<file path="src/hdl/pmpc_pkg.sv">
// shared types and constants of the ps2 mouse packet cursor
package pmpc_pkg;

  localparam int COORD_BITS_DEF = 12;
  localparam int SIZE_W         = 12;
  localparam int CURSOR_W       = 12;
  localparam int DELTA_W        = 9;
  localparam int BYTE_W         = 8;
  localparam int IN_TDATA_W     = 8;
  localparam int OUT_PAD_W      = 1;
  localparam int OUT_TDATA_W    = 48;

  localparam logic [SIZE_W-1:0] WIDTH_RESET  = 12'd1024;
  localparam logic [SIZE_W-1:0] HEIGHT_RESET = 12'd768;

  // register indexes
  localparam logic REG_SCREEN_WIDTH  = 1'b0;
  localparam logic REG_SCREEN_HEIGHT = 1'b1;

  // byte position inside a packet
  localparam logic [1:0] PH_STATUS = 2'd0;
  localparam logic [1:0] PH_X      = 2'd1;
  localparam logic [1:0] PH_Y      = 2'd2;

  // status byte bits
  localparam int ST_LEFT   = 0;
  localparam int ST_RIGHT  = 1;
  localparam int ST_MIDDLE = 2;
  localparam int ST_X_SIGN = 4;
  localparam int ST_Y_SIGN = 5;
  localparam int ST_X_OVF  = 6;
  localparam int ST_Y_OVF  = 7;

  typedef struct packed {
    logic [BYTE_W-1:0] status;
    logic [BYTE_W-1:0] x_byte;
    logic [BYTE_W-1:0] y_byte;
  } pkt_t;

  typedef struct packed {
    logic               ovf_y;
    logic               ovf_x;
    logic               btn_middle;
    logic               btn_right;
    logic               btn_left;
    logic signed [DELTA_W-1:0] delta_y;
    logic signed [DELTA_W-1:0] delta_x;
    logic [CURSOR_W-1:0] cursor_y;
    logic [CURSOR_W-1:0] cursor_x;
  } res_t;

endpackage

</file>
<file path="src/hdl/pmpc_framer.sv">
// byte counter that collects the three bytes of a mouse packet
module pmpc_framer (
  input  logic                          clk_i,
  input  logic                          rst_ni,
  input  logic                          step_i,
  input  logic [pmpc_pkg::BYTE_W-1:0]   byte_i,
  output logic                          done_o,
  output pmpc_pkg::pkt_t                pkt_o
);

  logic [1:0]                        phase_q, phase_d;
  logic [pmpc_pkg::BYTE_W-1:0]       status_q;
  logic [pmpc_pkg::BYTE_W-1:0]       xbyte_q;

  always_comb begin
    case (phase_q)
      pmpc_pkg::PH_X:  phase_d = pmpc_pkg::PH_Y;
      pmpc_pkg::PH_Y:  phase_d = pmpc_pkg::PH_STATUS;
      default:         phase_d = pmpc_pkg::PH_X;
    endcase
  end

  always_ff @(posedge clk_i or negedge rst_ni) begin
    if (!rst_ni) begin
      phase_q <= pmpc_pkg::PH_STATUS;
    end else if (step_i) begin
      phase_q <= phase_d;
    end
  end

  always_ff @(posedge clk_i) begin
    if (step_i) begin
      case (phase_q)
        pmpc_pkg::PH_X: begin
          xbyte_q <= byte_i;
        end
        pmpc_pkg::PH_Y: begin
          xbyte_q <= xbyte_q;
        end
        default: begin
          status_q <= byte_i;
        end
      endcase
    end
  end

  assign done_o       = step_i && (phase_q == pmpc_pkg::PH_Y);
  assign pkt_o.status = status_q;
  assign pkt_o.x_byte = xbyte_q;
  assign pkt_o.y_byte = byte_i;

endmodule

</file>
<file path="src/hdl/pmpc_cursor.sv">
// cursor position register with delta add and screen clamp
module pmpc_cursor #(
  parameter int COORD_BITS = pmpc_pkg::COORD_BITS_DEF
) (
  input  logic                          clk_i,
  input  logic                          rst_ni,
  input  logic                          step_i,
  input  pmpc_pkg::pkt_t                pkt_i,
  input  logic [pmpc_pkg::SIZE_W-1:0]   width_i,
  input  logic [pmpc_pkg::SIZE_W-1:0]   height_i,
  output pmpc_pkg::res_t                res_o
);

  localparam int VW = COORD_BITS + 2;
  localparam int TW = (COORD_BITS > pmpc_pkg::SIZE_W) ? COORD_BITS : pmpc_pkg::SIZE_W;
  localparam logic [TW-1:0] CMax = TW'((64'd1 << COORD_BITS) - 64'd1);

  logic [COORD_BITS-1:0]              pos_x_q, pos_y_q;
  logic [COORD_BITS-1:0]              pos_x_d, pos_y_d;
  logic signed [pmpc_pkg::DELTA_W-1:0] dx, dy;
  logic signed [VW-1:0]               vx, vy;

  function automatic logic [COORD_BITS-1:0] clamp(input logic signed [VW-1:0] v,
                                                  input logic [pmpc_pkg::SIZE_W-1:0] size);
    logic [pmpc_pkg::SIZE_W-1:0] sm1;
    logic [TW-1:0]               top_w;
    sm1   = (size == '0) ? '0 : size - 1'b1;
    top_w = TW'(sm1);
    if (top_w > CMax) begin
      top_w = CMax;
    end
    if (v[VW-1] || (v == '0)) begin
      return '0;
    end else if (v > $signed({2'b00, top_w[COORD_BITS-1:0]})) begin
      return top_w[COORD_BITS-1:0];
    end else begin
      return v[COORD_BITS-1:0];
    end
  endfunction

  assign dx = {pkt_i.status[pmpc_pkg::ST_X_SIGN], pkt_i.x_byte};
  assign dy = {pkt_i.status[pmpc_pkg::ST_Y_SIGN], pkt_i.y_byte};

  // rows grow downward, so y moves against the mouse
  assign vx = $signed({2'b00, pos_x_q}) + VW'(dx);
  assign vy = $signed({2'b00, pos_y_q}) - VW'(dy);

  assign pos_x_d = clamp(vx, width_i);
  assign pos_y_d = clamp(vy, height_i);

  always_ff @(posedge clk_i or negedge rst_ni) begin
    if (!rst_ni) begin
      pos_x_q <= '0;
      pos_y_q <= '0;
    end else if (step_i) begin
      pos_x_q <= pos_x_d;
      pos_y_q <= pos_y_d;
    end
  end

  assign res_o.cursor_x   = pmpc_pkg::CURSOR_W'(pos_x_d);
  assign res_o.cursor_y   = pmpc_pkg::CURSOR_W'(pos_y_d);
  assign res_o.delta_x    = dx;
  assign res_o.delta_y    = dy;
  assign res_o.btn_left   = pkt_i.status[pmpc_pkg::ST_LEFT];
  assign res_o.btn_right  = pkt_i.status[pmpc_pkg::ST_RIGHT];
  assign res_o.btn_middle = pkt_i.status[pmpc_pkg::ST_MIDDLE];
  assign res_o.ovf_x      = pkt_i.status[pmpc_pkg::ST_X_OVF];
  assign res_o.ovf_y      = pkt_i.status[pmpc_pkg::ST_Y_OVF];

endmodule

</file>
<file path="src/hdl/ps2_mouse_packet_cursor.sv">
// top level of the ps2 mouse three-byte packet decoder with clamped cursor
// the third byte of a packet is taken into the packet register, its word then into the output register
// throughput: one byte per cycle, set by the packet register and the output register
// backpressure on the output stalls input only when both registers hold a word
// reset: byte phase and cursor go to zero, screen size to 1024 by 768, no word pending
module ps2_mouse_packet_cursor #(
  parameter int COORD_BITS = pmpc_pkg::COORD_BITS_DEF
) (
  input  logic                              clk_i,
  input  logic                              rst_ni,
  input  logic                              cfg_we_i,
  input  logic                              cfg_addr_i,
  input  logic [pmpc_pkg::SIZE_W-1:0]       cfg_data_i,
  input  logic                              s_axis_tvalid,
  output logic                              s_axis_tready,
  // data_byte
  input  logic [pmpc_pkg::IN_TDATA_W-1:0]   s_axis_tdata,
  output logic                              m_axis_tvalid,
  input  logic                              m_axis_tready,
  // cursor_x, cursor_y, delta_x, delta_y, btn_left, btn_right,
  // btn_middle, ovf_x, ovf_y, zero pad
  output logic [pmpc_pkg::OUT_TDATA_W-1:0]  m_axis_tdata
);

  logic [pmpc_pkg::SIZE_W-1:0] width_q, height_q;
  logic                        in_acc;
  logic                        frame_done;
  pmpc_pkg::pkt_t              frame_pkt;
  logic                        pkt_valid_q;
  pmpc_pkg::pkt_t              pkt_q;
  logic                        adv;
  pmpc_pkg::res_t              res;
  logic                        out_valid_q;
  pmpc_pkg::res_t              out_q;

  always_ff @(posedge clk_i or negedge rst_ni) begin
    if (!rst_ni) begin
      width_q  <= pmpc_pkg::WIDTH_RESET;
      height_q <= pmpc_pkg::HEIGHT_RESET;
    end else if (cfg_we_i) begin
      case (cfg_addr_i)
        pmpc_pkg::REG_SCREEN_WIDTH:  width_q  <= cfg_data_i;
        pmpc_pkg::REG_SCREEN_HEIGHT: height_q <= cfg_data_i;
        default: begin
          width_q <= width_q;
        end
      endcase
    end
  end

  assign adv           = pkt_valid_q && (!out_valid_q || m_axis_tready);
  assign s_axis_tready = !pkt_valid_q || !out_valid_q || m_axis_tready;
  assign in_acc        = s_axis_tvalid && s_axis_tready;

  pmpc_framer u_framer (
    .clk_i  (clk_i),
    .rst_ni (rst_ni),
    .step_i (in_acc),
    .byte_i (s_axis_tdata[pmpc_pkg::BYTE_W-1:0]),
    .done_o (frame_done),
    .pkt_o  (frame_pkt)
  );

  // packet register
  always_ff @(posedge clk_i or negedge rst_ni) begin
    if (!rst_ni) begin
      pkt_valid_q <= 1'b0;
    end else if (s_axis_tready) begin
      pkt_valid_q <= frame_done;
    end
  end

  always_ff @(posedge clk_i) begin
    if (frame_done) begin
      pkt_q <= frame_pkt;
    end
  end

  pmpc_cursor #(
    .COORD_BITS (COORD_BITS)
  ) u_cursor (
    .clk_i    (clk_i),
    .rst_ni   (rst_ni),
    .step_i   (adv),
    .pkt_i    (pkt_q),
    .width_i  (width_q),
    .height_i (height_q),
    .res_o    (res)
  );

  // output register
  always_ff @(posedge clk_i or negedge rst_ni) begin
    if (!rst_ni) begin
      out_valid_q <= 1'b0;
    end else if (adv) begin
      out_valid_q <= 1'b1;
    end else if (m_axis_tready) begin
      out_valid_q <= 1'b0;
    end
  end

  always_ff @(posedge clk_i) begin
    if (adv) begin
      out_q <= res;
    end
  end

  assign m_axis_tvalid = out_valid_q;
  assign m_axis_tdata  = {{pmpc_pkg::OUT_PAD_W{1'b0}}, out_q};

endmodule

</file>
<file path="config.mk">
export PLATFORM = sky130hd
export DESIGN_NAME = ps2_mouse_packet_cursor
export DESIGN_NICKNAME = d
export VERILOG_FILES = /design/src/hdl/pmpc_pkg.sv /design/src/hdl/pmpc_framer.sv /design/src/hdl/pmpc_cursor.sv /design/src/hdl/ps2_mouse_packet_cursor.sv
export SDC_FILE = /design/constraint.sdc
export NUM_CORES = 1
export LEC_CHECK = 0
export ABC_AREA = 1
export BUFFER_PORTS_ARGS = -buffer_cell sky130_fd_sc_hd__buf_2
export CAP_MARGIN = 40
export CELL_PAD_IN_SITES_DETAIL_PLACEMENT = 0
export CELL_PAD_IN_SITES_GLOBAL_PLACEMENT = 1
export CORE_MARGIN = 5
export CORE_UTILIZATION = 40
export DETAILED_ROUTE_END_ITERATION = 6
export PLACE_DENSITY_LB_ADDON = 0.1
export SLEW_MARGIN = 20
export SYNTH_ARGS = -nofsm -noshare
export SYNTH_HDL_FRONTEND = slang
export SYNTH_HIERARCHICAL = 1
export SYNTH_SLANG_ARGS = --single-unit
</file>
<file path="constraint.sdc">
create_clock -name clk_i -period 5.07 [get_ports clk_i]
set_input_delay 0.2535 -clock clk_i [delete_from_list [all_inputs] [get_ports clk_i]]
set_output_delay 0.2535 -clock clk_i [all_outputs]
set_load 0.05 [all_outputs]
</file>
==> run metrics <==
clock sinks=137; initial antenna violation count=0; Final setup viols=0; Placed Area=8750 sq um; clock group share of total power=0.231; met3 Usage GRT=0.0377; # rows=52; antenna diode count=0; Switch Pwr=2550 uW; number of H-tree levels=4; CTS Buffer Depth=2; DRC violations left=0; Initial Util=0.409; global route hottest layer=met1; Setup CP Type=flip-flop to flip-flop; syn_area_per_cell=8.33 sq um; fin crit share=0.774; synth-to-layout area growth=12.6%; GRT met2 Usage=0.277; I/O pin cnt=76; total power=5590 uW; Max-cap violations=0; commonest non-fill, non-tap cell in the layout=nand2_1; unrepaired setup endpoints after global routing=false; crit end category=flip-flop; grt met1 use=0.280; DR WL/cell=16.2 microns; clock root cell=clkbuf_16; Final Cell Area=9380 sq um; clock period minus worst slack=3.92 ns; Logic pwr share=0.473; cell at the slowest stage of the critical path=nor4_1; vias in the first global route=6,332; yosys warns=6; Die Ht=154 microns; crit-path max FO=13; Inserted Clock Buffers=17; Worst-Margin Slew=0.743 ns; vias=6,487; Detail Route Antenna Nets=0; vias per inst=4.88; Die X=154 microns; DP HPWL=16,500 microns; Arr. time, crit path=4.09 ns; Final Hold Vio Count=0; syn_nets=1,085; first drt pass iteration count=5; Pwr Density=597 nW/um^2; final core occ=0.460; first-pass GRT wire length=35,000 microns; Leakage=0.00469 uW; highest achievable clock rate=255 MHz; critical path's most frequent cell=nand2_1; startpoint types=flip-flop; CTS clock-pin slew for the worst setup and hold paths=0.07 ns; VDD IR max=0.000271 V; Int Pwr=3040 uW; slowest stage delay, CP=0.45 ns; layout cell share with drive strength beyond 1=0.132; GRT Residual Overflow=0; Net Sw Frac=0.457; Setup TNS=0 ns; Nets=1,130; CP Data Required Time=5.23 ns; largest net degree at the start of global routing=53; final max-slew violation count=0; final WL=21,500 microns; worst skew pair latency=0.44 ns; die area=23,800 sq um; crit path cell chain=inv_1 > ha_1 > inv_1 > fa_1 > nand3_1 > nand2_1 > nand2_1 > nand2_1 > xnor2_1 > inv_1 > ha_1 > nand3_1 > nor4_1 > a31oi_4 > nand2_1 > nand2_1 > nand2_1 > nor2_1; core footprint=20,400 sq um; Post-Syn Area=8330 sq um; Placer Congestion=0.831; PortBufs=74; fillers=2,043; most frequent cells in the layout=nand2_1 (308), inv_1 (116), nand3_1 (90), edfxtp_1 (85), nor2_1 (82); status=completed; Layout Skew=0.0115 ns; Slew headroom=0.505; initial drt markers=385; GRT Total Usage=0.187; TritonCTS clock tree=built; Mapped Cells=1,000; Seq pwr share=0.296; Hold WC Path Type=input port to flip-flop
state kept, by name, summed over array words and instances (netlist names):
name,cells
m_axis_tdata,47
width_q,12
pkt_valid_q,1
u_cursor/pos_y_q,12
u_framer/status_q,7
u_cursor/pos_x_q,12
u_framer/xbyte_q,8
u_framer/phase_q,2
m_axis_tvalid,1
height_q,12
pkt_q,23
cell type report:
class	instances	area, sq um	share of cell area
Tap cell	270	338	0.0360
Multi-Input combinational cell	687	3640	0.389
Clock buffer	17	425	0.0454
Timing Repair Buffer	80	458	0.0488
Clock inverter	15	194	0.0207
Sequential cell	137	3860	0.411
Inverter	122	458	0.0488
per-stage QoR:
step	hold slack, ns	std cells	worst slack, ns
floorplan	-0.0421	1000	1.19
global placement	0.402	1292	1.18
detailed placement	0.405	1295	1.14
CTS	0.0175	1328	1.12
global route	0.0185	1328	0.801
finish	0.0317	1328	1.15
per-layer routing:
metal | vias up | share of wire
met2 | 131 | 0.42
li1 | 3355 | -
met1 | 2980 | 0.52
met5 | - | 0
met4 | 0 | 0.014
met3 | 21 | 0.046
worst paths after layout:
kind,startpoint,to,slack (ns),cells past startpoint
max reg2reg,u_cursor/pos_y_q[0],m_axis_tdata[17],1.15,18
max,u_cursor/pos_y_q[0],m_axis_tdata[17],1.15,18
min reg2reg,u_framer/xbyte_q[2],pkt_q[10],0.42,0
max in group asynchronous,rst_ni,u_cursor/pos_y_q[5],4.07,3
min,s_axis_tdata[7],u_framer/status_q[7],0.03,1
min in group asynchronous,rst_ni,u_cursor/pos_x_q[10],0.47,3
power by group through the flow:
| stage | registers (uW) | clock network (uW) | logic (uW) |
|---|---|---|---|
| 2_1_floorplan | 1860 | 0 | 1840 |
| 3_3_place_gp | 1680 | 0 | 2610 |
| 3_5_place_dp | 1680 | 0 | 2640 |
| 4_1_cts | 1660 | 1320 | 2650 |
| 5_1_grt | 1680 | 1370 | 3030 |
| 6_report | 1650 | 1290 | 2650 |
worst max-delay path: cells and delay by family, from the launching register on:
| kind | cells | cell delay, ns |
|---|---|---|
| buffers and inverters | 3 | 0.21 |
| AO/OA/AOI/OAI | 1 | 0.28 |
| flip-flops | 1 | 0.38 |
| XOR/XNOR | 1 | 0.26 |
| AND/OR/NAND/NOR | 10 | 1.65 |
| adder cells (fa/ha/maj) | 3 | 0.87 |
repair_timing:
action / 4_1_cts / 5_1_grt
hold buffers: 1 / 0
endpoints found under the hold margin: 14 / 0
gates resized for setup: 0 / 0
setup buffers: 0 / 0
(Power assumes the default switching activity.)
